--- config.mk ---
export PLATFORM = sky130hd
export DESIGN_NAME = flight_mission_supervisor_unit
export DESIGN_NICKNAME = d
export VERILOG_FILES = /design/src/rtl/fms_pkg.sv /design/src/rtl/fms_cfg.sv /design/src/rtl/fms_step.sv /design/src/rtl/flight_mission_supervisor_unit.sv
export SDC_FILE = /design/constraint.sdc
export NUM_CORES = 1
export LEC_CHECK = 0
export BUFFER_PORTS_ARGS = -buffer_cell sky130_fd_sc_hd__buf_2
export CAP_MARGIN = 20
export CORE_UTILIZATION = 30
export DETAILED_ROUTE_END_ITERATION = 16
export PLACE_DENSITY = 0.52
export SYNTH_ARGS = -nofsm -noshare
export SYNTH_HDL_FRONTEND = slang
export SYNTH_HIERARCHICAL = 1
export SYNTH_SLANG_ARGS = --single-unit
--- constraint.sdc ---
create_clock -name i_clk -period 4.45 [get_ports i_clk]
set_clock_uncertainty 0.1 [all_clocks]
set_input_delay 0.6675 -clock i_clk [delete_from_list [all_inputs] [get_ports i_clk]]
set_output_delay 0.6675 -clock i_clk [all_outputs]
set_load 0.01 [all_outputs]
--- src/rtl/fms_pkg.sv ---
// ----------------------------------------------------------------------------
// fms_pkg
// Types, codes and constants shared by the flight mission supervisor.
// ----------------------------------------------------------------------------
package fms_pkg;

    localparam int CmdW   = 8;
    localparam int MvW    = 13;
    localparam int ModeW  = 4;
    localparam int ActW   = 3;
    localparam int CntW   = 8;
    localparam int AddrW  = 3;
    localparam int DataW  = 32;

    localparam logic [MvW-1:0]  LowMvReset    = 13'd3000;
    localparam logic [CntW-1:0] LowLimitReset = 8'd10;
    localparam logic [CntW-1:0] CntMax        = 8'd255;

    // command codes
    localparam logic [CmdW-1:0] CMD_IDENTIFY = 8'd0;
    localparam logic [CmdW-1:0] CMD_TAKEOFF  = 8'd1;
    localparam logic [CmdW-1:0] CMD_LAND     = 8'd2;
    localparam logic [CmdW-1:0] CMD_ESTOP    = 8'd3;
    localparam logic [CmdW-1:0] CMD_RETURN   = 8'd4;

    // modes
    localparam logic [ModeW-1:0] M_IDLE      = 4'd0;
    localparam logic [ModeW-1:0] M_IDENTIFY  = 4'd1;
    localparam logic [ModeW-1:0] M_TAKEOFF   = 4'd2;
    localparam logic [ModeW-1:0] M_LANDING   = 4'd3;
    localparam logic [ModeW-1:0] M_ESTOP     = 4'd4;
    localparam logic [ModeW-1:0] M_RETURN    = 4'd5;
    localparam logic [ModeW-1:0] M_EXPLORING = 4'd6;
    localparam logic [ModeW-1:0] M_CRASHING  = 4'd7;
    localparam logic [ModeW-1:0] M_CRASHED   = 4'd8;

    // actions
    localparam logic [ActW-1:0] A_NONE        = 3'd0;
    localparam logic [ActW-1:0] A_START       = 3'd1;
    localparam logic [ActW-1:0] A_UPDATE      = 3'd2;
    localparam logic [ActW-1:0] A_END         = 3'd3;
    localparam logic [ActW-1:0] A_RETURN_STEP = 3'd4;
    localparam logic [ActW-1:0] A_FORCE_END   = 3'd5;
    localparam logic [ActW-1:0] A_IDENTIFY    = 3'd6;

    // register indexes
    localparam logic REG_LOW_MV    = 1'b0;
    localparam logic REG_LOW_LIMIT = 1'b1;

    typedef struct packed {
        logic [CmdW-1:0] command_code;
        logic            tumbled;
        logic [MvW-1:0]  battery_mv;
        logic            start_succeeded;
        logic            home_reached;
    } t_in_item;

    typedef struct packed {
        logic [ModeW-1:0] mode_out;
        logic [ActW-1:0]  action;
        logic             battery_low;
    } t_out_item;

    typedef struct packed {
        logic [MvW-1:0]  low_voltage_mv;
        logic [CntW-1:0] low_tick_limit;
    } t_cfg;

    typedef struct packed {
        logic [ModeW-1:0] mode;
        logic [CntW-1:0]  low_tick_count;
    } t_state;

endpackage

--- src/rtl/fms_cfg.sv ---
// ----------------------------------------------------------------------------
// fms_cfg
// APB-style register file: low-voltage threshold and low-tick limit.
// ----------------------------------------------------------------------------
module fms_cfg (
    input  logic                      i_clk,
    input  logic                      i_rst_n,
    input  logic                      psel,
    input  logic                      penable,
    input  logic                      pwrite,
    input  logic [fms_pkg::AddrW-1:0] paddr,
    input  logic [fms_pkg::DataW-1:0] pwdata,
    output logic [fms_pkg::DataW-1:0] prdata,
    output logic                      pready,
    output fms_pkg::t_cfg             o_cfg
);
    import fms_pkg::*;

    logic [MvW-1:0]  r_low_mv;
    logic [CntW-1:0] r_low_limit;
    logic            wr_en;
    logic            reg_idx;

    assign pready  = 1'b1;
    assign reg_idx = paddr[2];
    assign wr_en   = psel & penable & pwrite;

    always_ff @(posedge i_clk) begin
        if (!i_rst_n) begin
            r_low_mv    <= LowMvReset;
            r_low_limit <= LowLimitReset;
        end else if (wr_en) begin
            case (reg_idx)
                REG_LOW_MV:    r_low_mv    <= pwdata[MvW-1:0];
                REG_LOW_LIMIT: r_low_limit <= pwdata[CntW-1:0];
                default: ;
            endcase
        end
    end

    always_comb begin
        case (reg_idx)
            REG_LOW_MV:    prdata = {{(DataW-MvW){1'b0}}, r_low_mv};
            REG_LOW_LIMIT: prdata = {{(DataW-CntW){1'b0}}, r_low_limit};
            default:       prdata = '0;
        endcase
    end

    assign o_cfg.low_voltage_mv = r_low_mv;
    assign o_cfg.low_tick_limit = r_low_limit;

endmodule

--- src/rtl/fms_step.sv ---
// ----------------------------------------------------------------------------
// fms_step
// Mode transition logic for one tick: next mode, action, debounce counter.
// ----------------------------------------------------------------------------
module fms_step (
    input  fms_pkg::t_in_item  i_item,
    input  fms_pkg::t_state    i_state,
    input  fms_pkg::t_cfg      i_cfg,
    output fms_pkg::t_state    o_state,
    output fms_pkg::t_out_item o_result
);
    import fms_pkg::*;

    logic [ModeW-1:0] cmd_mode;
    logic [ModeW-1:0] cur_mode;
    logic [CntW-1:0]  eval_cnt;
    logic             eval_low;
    logic             is_low_tick;

    always_comb begin
        case (i_item.command_code)
            CMD_IDENTIFY: cmd_mode = M_IDENTIFY;
            CMD_TAKEOFF:  cmd_mode = M_TAKEOFF;
            CMD_LAND:     cmd_mode = M_LANDING;
            CMD_ESTOP:    cmd_mode = M_ESTOP;
            CMD_RETURN:   cmd_mode = M_RETURN;
            default:      cmd_mode = M_IDLE;
        endcase
    end

    // battery debounce, used only where the mode evaluates it
    assign is_low_tick = i_item.battery_mv < i_cfg.low_voltage_mv;
    always_comb begin
        if (!is_low_tick) begin
            eval_cnt = '0;
        end else if (i_state.low_tick_count == CntMax) begin
            eval_cnt = CntMax;
        end else begin
            eval_cnt = i_state.low_tick_count + 1'b1;
        end
    end
    assign eval_low = eval_cnt >= i_cfg.low_tick_limit;

    always_comb begin
        cur_mode = i_item.tumbled ? M_CRASHING : i_state.mode;
        if (cmd_mode == M_ESTOP) begin
            cur_mode = M_ESTOP;
        end

        o_state.mode           = M_IDLE;
        o_state.low_tick_count = i_state.low_tick_count;
        o_result.action        = A_NONE;
        o_result.battery_low   = 1'b0;

        case (cur_mode)
            M_IDLE: begin
                o_state.low_tick_count = eval_cnt;
                o_result.battery_low   = eval_low;
                o_state.mode = (eval_low && cmd_mode != M_IDENTIFY) ? M_IDLE : cmd_mode;
            end
            M_TAKEOFF: begin
                o_result.action = A_START;
                if (i_item.start_succeeded) begin
                    o_state.low_tick_count = '0;
                    o_state.mode           = M_EXPLORING;
                end else begin
                    o_state.mode = M_TAKEOFF;
                end
            end
            M_EXPLORING: begin
                o_result.action = A_UPDATE;
                if (cmd_mode == M_RETURN) begin
                    o_state.mode = M_RETURN;
                end else begin
                    o_state.low_tick_count = eval_cnt;
                    o_result.battery_low   = eval_low;
                    if (eval_low) begin
                        o_state.mode = M_RETURN;
                    end else if (cmd_mode == M_LANDING) begin
                        o_state.mode = M_LANDING;
                    end else begin
                        o_state.mode = M_EXPLORING;
                    end
                end
            end
            M_LANDING: begin
                o_result.action = A_END;
            end
            M_RETURN: begin
                o_result.action = A_RETURN_STEP;
                o_state.mode    = i_item.home_reached ? M_IDLE : M_RETURN;
            end
            M_ESTOP: begin
                o_result.action = A_FORCE_END;
            end
            M_IDENTIFY: begin
                o_result.action = A_IDENTIFY;
            end
            M_CRASHING: begin
                if (i_item.tumbled) begin
                    o_result.action = A_FORCE_END;
                    o_state.mode    = M_CRASHED;
                end
            end
            M_CRASHED: begin
                o_state.mode = i_item.tumbled ? M_CRASHED : M_IDLE;
            end
            default: begin
                o_state.mode = M_IDLE;
            end
        endcase

        o_result.mode_out = o_state.mode;
    end

endmodule

--- src/rtl/flight_mission_supervisor_unit.sv ---
// ----------------------------------------------------------------------------
// flight_mission_supervisor_unit
// Nine-mode vehicle supervisor, one tick per item.
// ----------------------------------------------------------------------------
// Usage:
//   Input channel (i_valid/o_ready, i_in_item) takes one control tick per
//   item: command, tumble flag, battery voltage, start and return outcomes.
//   Output channel (o_valid/i_ready, o_out_item) returns one item per tick:
//   new mode, action to perform and the debounced low-battery flag.
//   Path from input accept to output valid: input register, mode logic,
//   result register. Throughput: one item per cycle while the receiver
//   does not stall.
//   Mode and debounce counter update when a tick moves into the result
//   register, so ticks are handled strictly in order.
//   When the receiver stalls, the result register holds and the input
//   register fills; o_ready drops only when both are occupied.
//   Reset (i_rst_n low, synchronous) empties both stages, sets mode to idle,
//   clears the counter and loads the register defaults (3000 mV, 10 ticks).
//   Registers: 0x0 low_voltage_mv, 0x4 low_tick_limit; write only while idle.
// ----------------------------------------------------------------------------
module flight_mission_supervisor_unit (
    input  logic                      i_clk,
    input  logic                      i_rst_n,
    input  logic                      i_valid,
    output logic                      o_ready,
    input  fms_pkg::t_in_item         i_in_item,
    output logic                      o_valid,
    input  logic                      i_ready,
    output fms_pkg::t_out_item        o_out_item,
    input  logic                      psel,
    input  logic                      penable,
    input  logic                      pwrite,
    input  logic [fms_pkg::AddrW-1:0] paddr,
    input  logic [fms_pkg::DataW-1:0] pwdata,
    output logic [fms_pkg::DataW-1:0] prdata,
    output logic                      pready
);
    import fms_pkg::*;

    t_cfg      cfg;
    t_in_item  r_in_item;
    logic      r_in_valid;
    t_out_item r_out_item;
    logic      r_out_valid;
    t_state    r_state;
    t_state    n_state;
    t_out_item n_out_item;
    logic      advance;
    logic      in_take;

    assign advance = r_in_valid & (~r_out_valid | i_ready);
    assign o_ready = ~r_in_valid | advance;
    assign in_take = i_valid & o_ready;

    fms_cfg u_cfg (
        .i_clk   (i_clk),
        .i_rst_n (i_rst_n),
        .psel    (psel),
        .penable (penable),
        .pwrite  (pwrite),
        .paddr   (paddr),
        .pwdata  (pwdata),
        .prdata  (prdata),
        .pready  (pready),
        .o_cfg   (cfg)
    );

    fms_step u_step (
        .i_item   (r_in_item),
        .i_state  (r_state),
        .i_cfg    (cfg),
        .o_state  (n_state),
        .o_result (n_out_item)
    );

    always_ff @(posedge i_clk) begin
        if (!i_rst_n) begin
            r_in_valid  <= 1'b0;
            r_out_valid <= 1'b0;
            r_state     <= '{mode: M_IDLE, low_tick_count: '0};
        end else begin
            if (in_take) begin
                r_in_valid <= 1'b1;
            end else if (advance) begin
                r_in_valid <= 1'b0;
            end
            if (advance) begin
                r_out_valid <= 1'b1;
                r_state     <= n_state;
            end else if (i_ready) begin
                r_out_valid <= 1'b0;
            end
        end
    end

    always_ff @(posedge i_clk) begin
        if (in_take) begin
            r_in_item <= i_in_item;
        end
        if (advance) begin
            r_out_item <= n_out_item;
        end
    end

    assign o_valid    = r_out_valid;
    assign o_out_item = r_out_item;

endmodule

==> metrics.md <==
| Metric | Value |
|---|---|
| Pre-antenna DRT Iters | `4` |
| Most frequent CP cell | `ha_1` |
| Vias in the first global route | `2773` |
| Final worst-path cycle share | `0.8993` |
| Fmax | `0.2499 GHz` |
| CTS Buf Count | `9` |
| Cells along the critical path | `inv_1 > ha_1 > nand4_1 > or4_1 > o32a_2 > nand2_4 > nor2_1 > ha_1 > a211o_1 > a21oi_1 > o21ai_0 > and2_1 > o311ai_0 > nand2_1 > mux2i_1` |
| Grt total ovfl | `0` |
| Detailed Route Iter0 Violations | `69` |
| Power per standard cell area | `326.4 mW/mm^2` |
| Root Driver | `clkbuf_16` |
| GPL Wtd Cong | `0.8170` |
| Top post-synthesis cells by area | `edfxtp_1, dfxtp_1, mux2i_1, ha_1, nand2_1` |
| RSZ-0062 raised after global routing | `false` |
| All-Layer GR Usage | `0.1321` |
| Worst Path Required | `around 4600 ps` |
| Drt total wl | `8061 um` |
| Worst slew margin | `0.3157` |
| Crit path DAT | `roughly 4200 ps` |
| Post-CTS Setup Bufs | `0` |
| Max_cap viols | `0` |
| Vias | `2885` |
| Register bit count reported by yosys | `67` |
| Share of the synthesized area in the top cell type | `0.2428` |
| Area growth, synth to finish | `15.52%` |
| Critical path startpoint | `u_cfg/r_low_mv[12]` |
| Crit end category | `register` |
| Post-Syn Area per Cell | `9.724 um^2` |
| Async S/R FF share, synth | `0` |
| Die Y | `116.9 um` |
| Max stage delay on crit path | `580 ps` |
| I/O pin count | `109` |
| Hold depth | `2` |
| Slew @ Worst Pin | `1026 ps` |
| Sequential element share of the synthesized area | `0.4199` |
| Synth cell types | `56` |
| YS warnings | `6` |
| Peak VDD IR | `228.3 uV` |
| Commonest cells after routing, fill and taps aside | `buf_2, nand2_1, mux2i_1, dfxtp_1, edfxtp_1` |
| Peak fanout along the critical path | `8` |
| Leading area contributor after synthesis | `edfxtp_1` |
| Fin. Hold Viols | `0` |
| Largest net degree at the start of global routing | `65` |
| Die width | `116.9 um` |
| Mapped cell area | `0.003958 mm^2` |
| Hold buffers post-CTS | `0` |
| Post-synth EDFFs | `32` |
| Fin. max-slew vios | `0` |
| Hold_ws | `roughly 370 ps` |
| Main synth FF type | `dfxtp_1` |
| RR Startpoint | `u_cfg/r_low_mv[12]` |
| Hold EP | `u_cfg/r_low_mv[10]` |
| Post-DP HPWL | `5926 um` |
| Ratio of cells with drive above 1 in the final layout | `0.2090` |
| Status | `finished clean` |
| Antenna violations before repair | `0` |
| Met2 routed WL | `approximately 3700 um` |
| DR vias/cell | `~4.5` |
| TNS Setup | `0 ps` |
| Fin crit period | `4002 ps` |
| Slowest CP cell | `or4_1` |
| PostCTS Resize Cnt | `0` |
| DR DRC count | `0` |
| FP Rows | `just over 40` |
| CTS tree | `yes` |
| CTS max path bufs | `2` |
| CP Class | `reg -> reg` |
| Reg2Reg Depth | `15` |
| Diodes inserted | `0` |
| Max layer used | `met4` |
| Global-route wire length before repair | `13380 um` |
| Crit start category | `register` |
| HP Class | `reg -> reg` |
| Static Leakage | `approximately 0.0019 uW` |
| Clock transition at path regs | `50 ps` |
| Post-Synthesis Cells | `roughly 410` |
| Metal-1 WL | `3773 um` |
| WL per Instance | `about 13 um` |
| Die area | `around 0.014 mm^2` |
| Most common cell after layout, fill and taps aside | `buf_2` |
| Placeable Area | `0.01272 mm^2` |
| Metal3 WL | `456 um` |
| Port bufs | `67` |
| Hold Startpoint | `u_cfg/r_low_mv[10]` |
| Htree depth | `3` |
| Starting Density | `0.3111` |
| Reg2reg end | `r_state[10]` |
| Final setup viols | `0` |
| Fillers | `~1300` |
| Worst-Skew Late Latency | `340 ps` |
| R2R setup slack | `450 ps` |
| Nets | `~550` |
| Total clock sinks | `67` |
| Antenna viol nets, final | `0` |
## worst max-delay path by stage
| stage | endpoint | slack, ps | depth (start not counted) |
|---|---|---|---|
| after floorplan | r_state[10] | 870 | 15 |
| after global placement | r_state[10] | 460 | 15 |
| after global routing | r_state[10] | 190 | 15 |
| after CTS | r_state[10] | 440 | 15 |
| final | r_state[10] | 450 | 15 |
| after detailed placement | r_state[10] | 450 | 15 |
## cells in the mapped netlist (3+ instances only)
cell type / instances
mux2_2: 8
inv_1: 23
dfxtp_1: 35
a21o_1: 5
a211oi_1: 4
ha_1: 21
and3_1: 3
o21ai_0: 8
a31oi_1: 8
buf_4: 25
clkbuf_1: 4
nand2b_1: 9
mux2i_1: 35
nand3_1: 7
nand2_1: 58
buf_2: 8
o21a_1: 3
edfxtp_1: 32
nor3_1: 5
nor2b_1: 27
nor2_1: 15
a21oi_1: 13
or3_1: 3
and2_1: 3
## cells by family (layout without fill, tap and decap cells)
logic type	after synthesis	in the layout	share of synthesized area
other	2	20	0.001898
flip-flops	67	67	0.4199
AO/OA/AOI/OAI	59	59	0.09991
XOR/XNOR	3	3	0.006640
multiplexers	43	43	0.1113
buffers and inverters	65	109	0.1002
adder cells (fa/ha/maj)	21	21	0.06639
AND/OR/NAND/NOR	147	147	0.1938
## worst max-delay path, delay by kind of cell, from the launching register on
kind	cells	cell delay (ps)
AO/OA/AOI/OAI	5	1460
buffers and inverters	1	50
AND/OR/NAND/NOR	6	1240
multiplexers	1	150
flip-flops	1	350
adder cells (fa/ha/maj)	2	590
## layer usage
layer / vias up / GRT usage
li1: 1493 / -
met1: 1313 / 0.1618
met2: 72 / 0.2087
met3: 7 / 0.05252
met4: 0 / 0.05063
met5: - / 0
## report_power, final
group	switching, uW	leakage (uW)	internal [uW]
registers	12.4	0.000593	670
logic	78.7	0.00118	56.4
clock network	254	0.000143	421
total	345	0.00192	1150
## final cells by class
type                       instances  area [um^2]  area share
multi-input combinational        293         1967      0.4302
sequential                        67         1662      0.3634
timing repair buffer              70        357.8     0.07827
clock buffer                      14        274.0     0.05993
tap                              172        215.2     0.04707
inverter                          23        86.33     0.01888
clock inverter                     2        10.01    0.002189
## state kept, by name, indices dropped and copies added, names as in the netlist
name and count:
r_in_item 24, u_cfg/r_low_mv 13, r_state 12, o_out_item 8, u_cfg/r_low_limit 8, o_valid 1
r_in_valid 1
## through the flow
stage / setup slack [ps] / instances / area [um^2] / util / total power (uW)
floorplan: 871.2 / 425 / 4025 / - / 799.4
global placement: 464.9 / 625 / 4288 / 0.3370 / 828.8
detailed placement: 449.6 / 625 / 4288 / 0.3370 / 831.6
CTS: 444.1 / 641 / 4572 / 0.3594 / 1519
global route: 194.4 / 641 / 4572 / 0.3594 / 1568
finish: 448.2 / 641 / 4572 / 0.3594 / 1492
No activity file was read; power rests on OpenSTA's default activity.
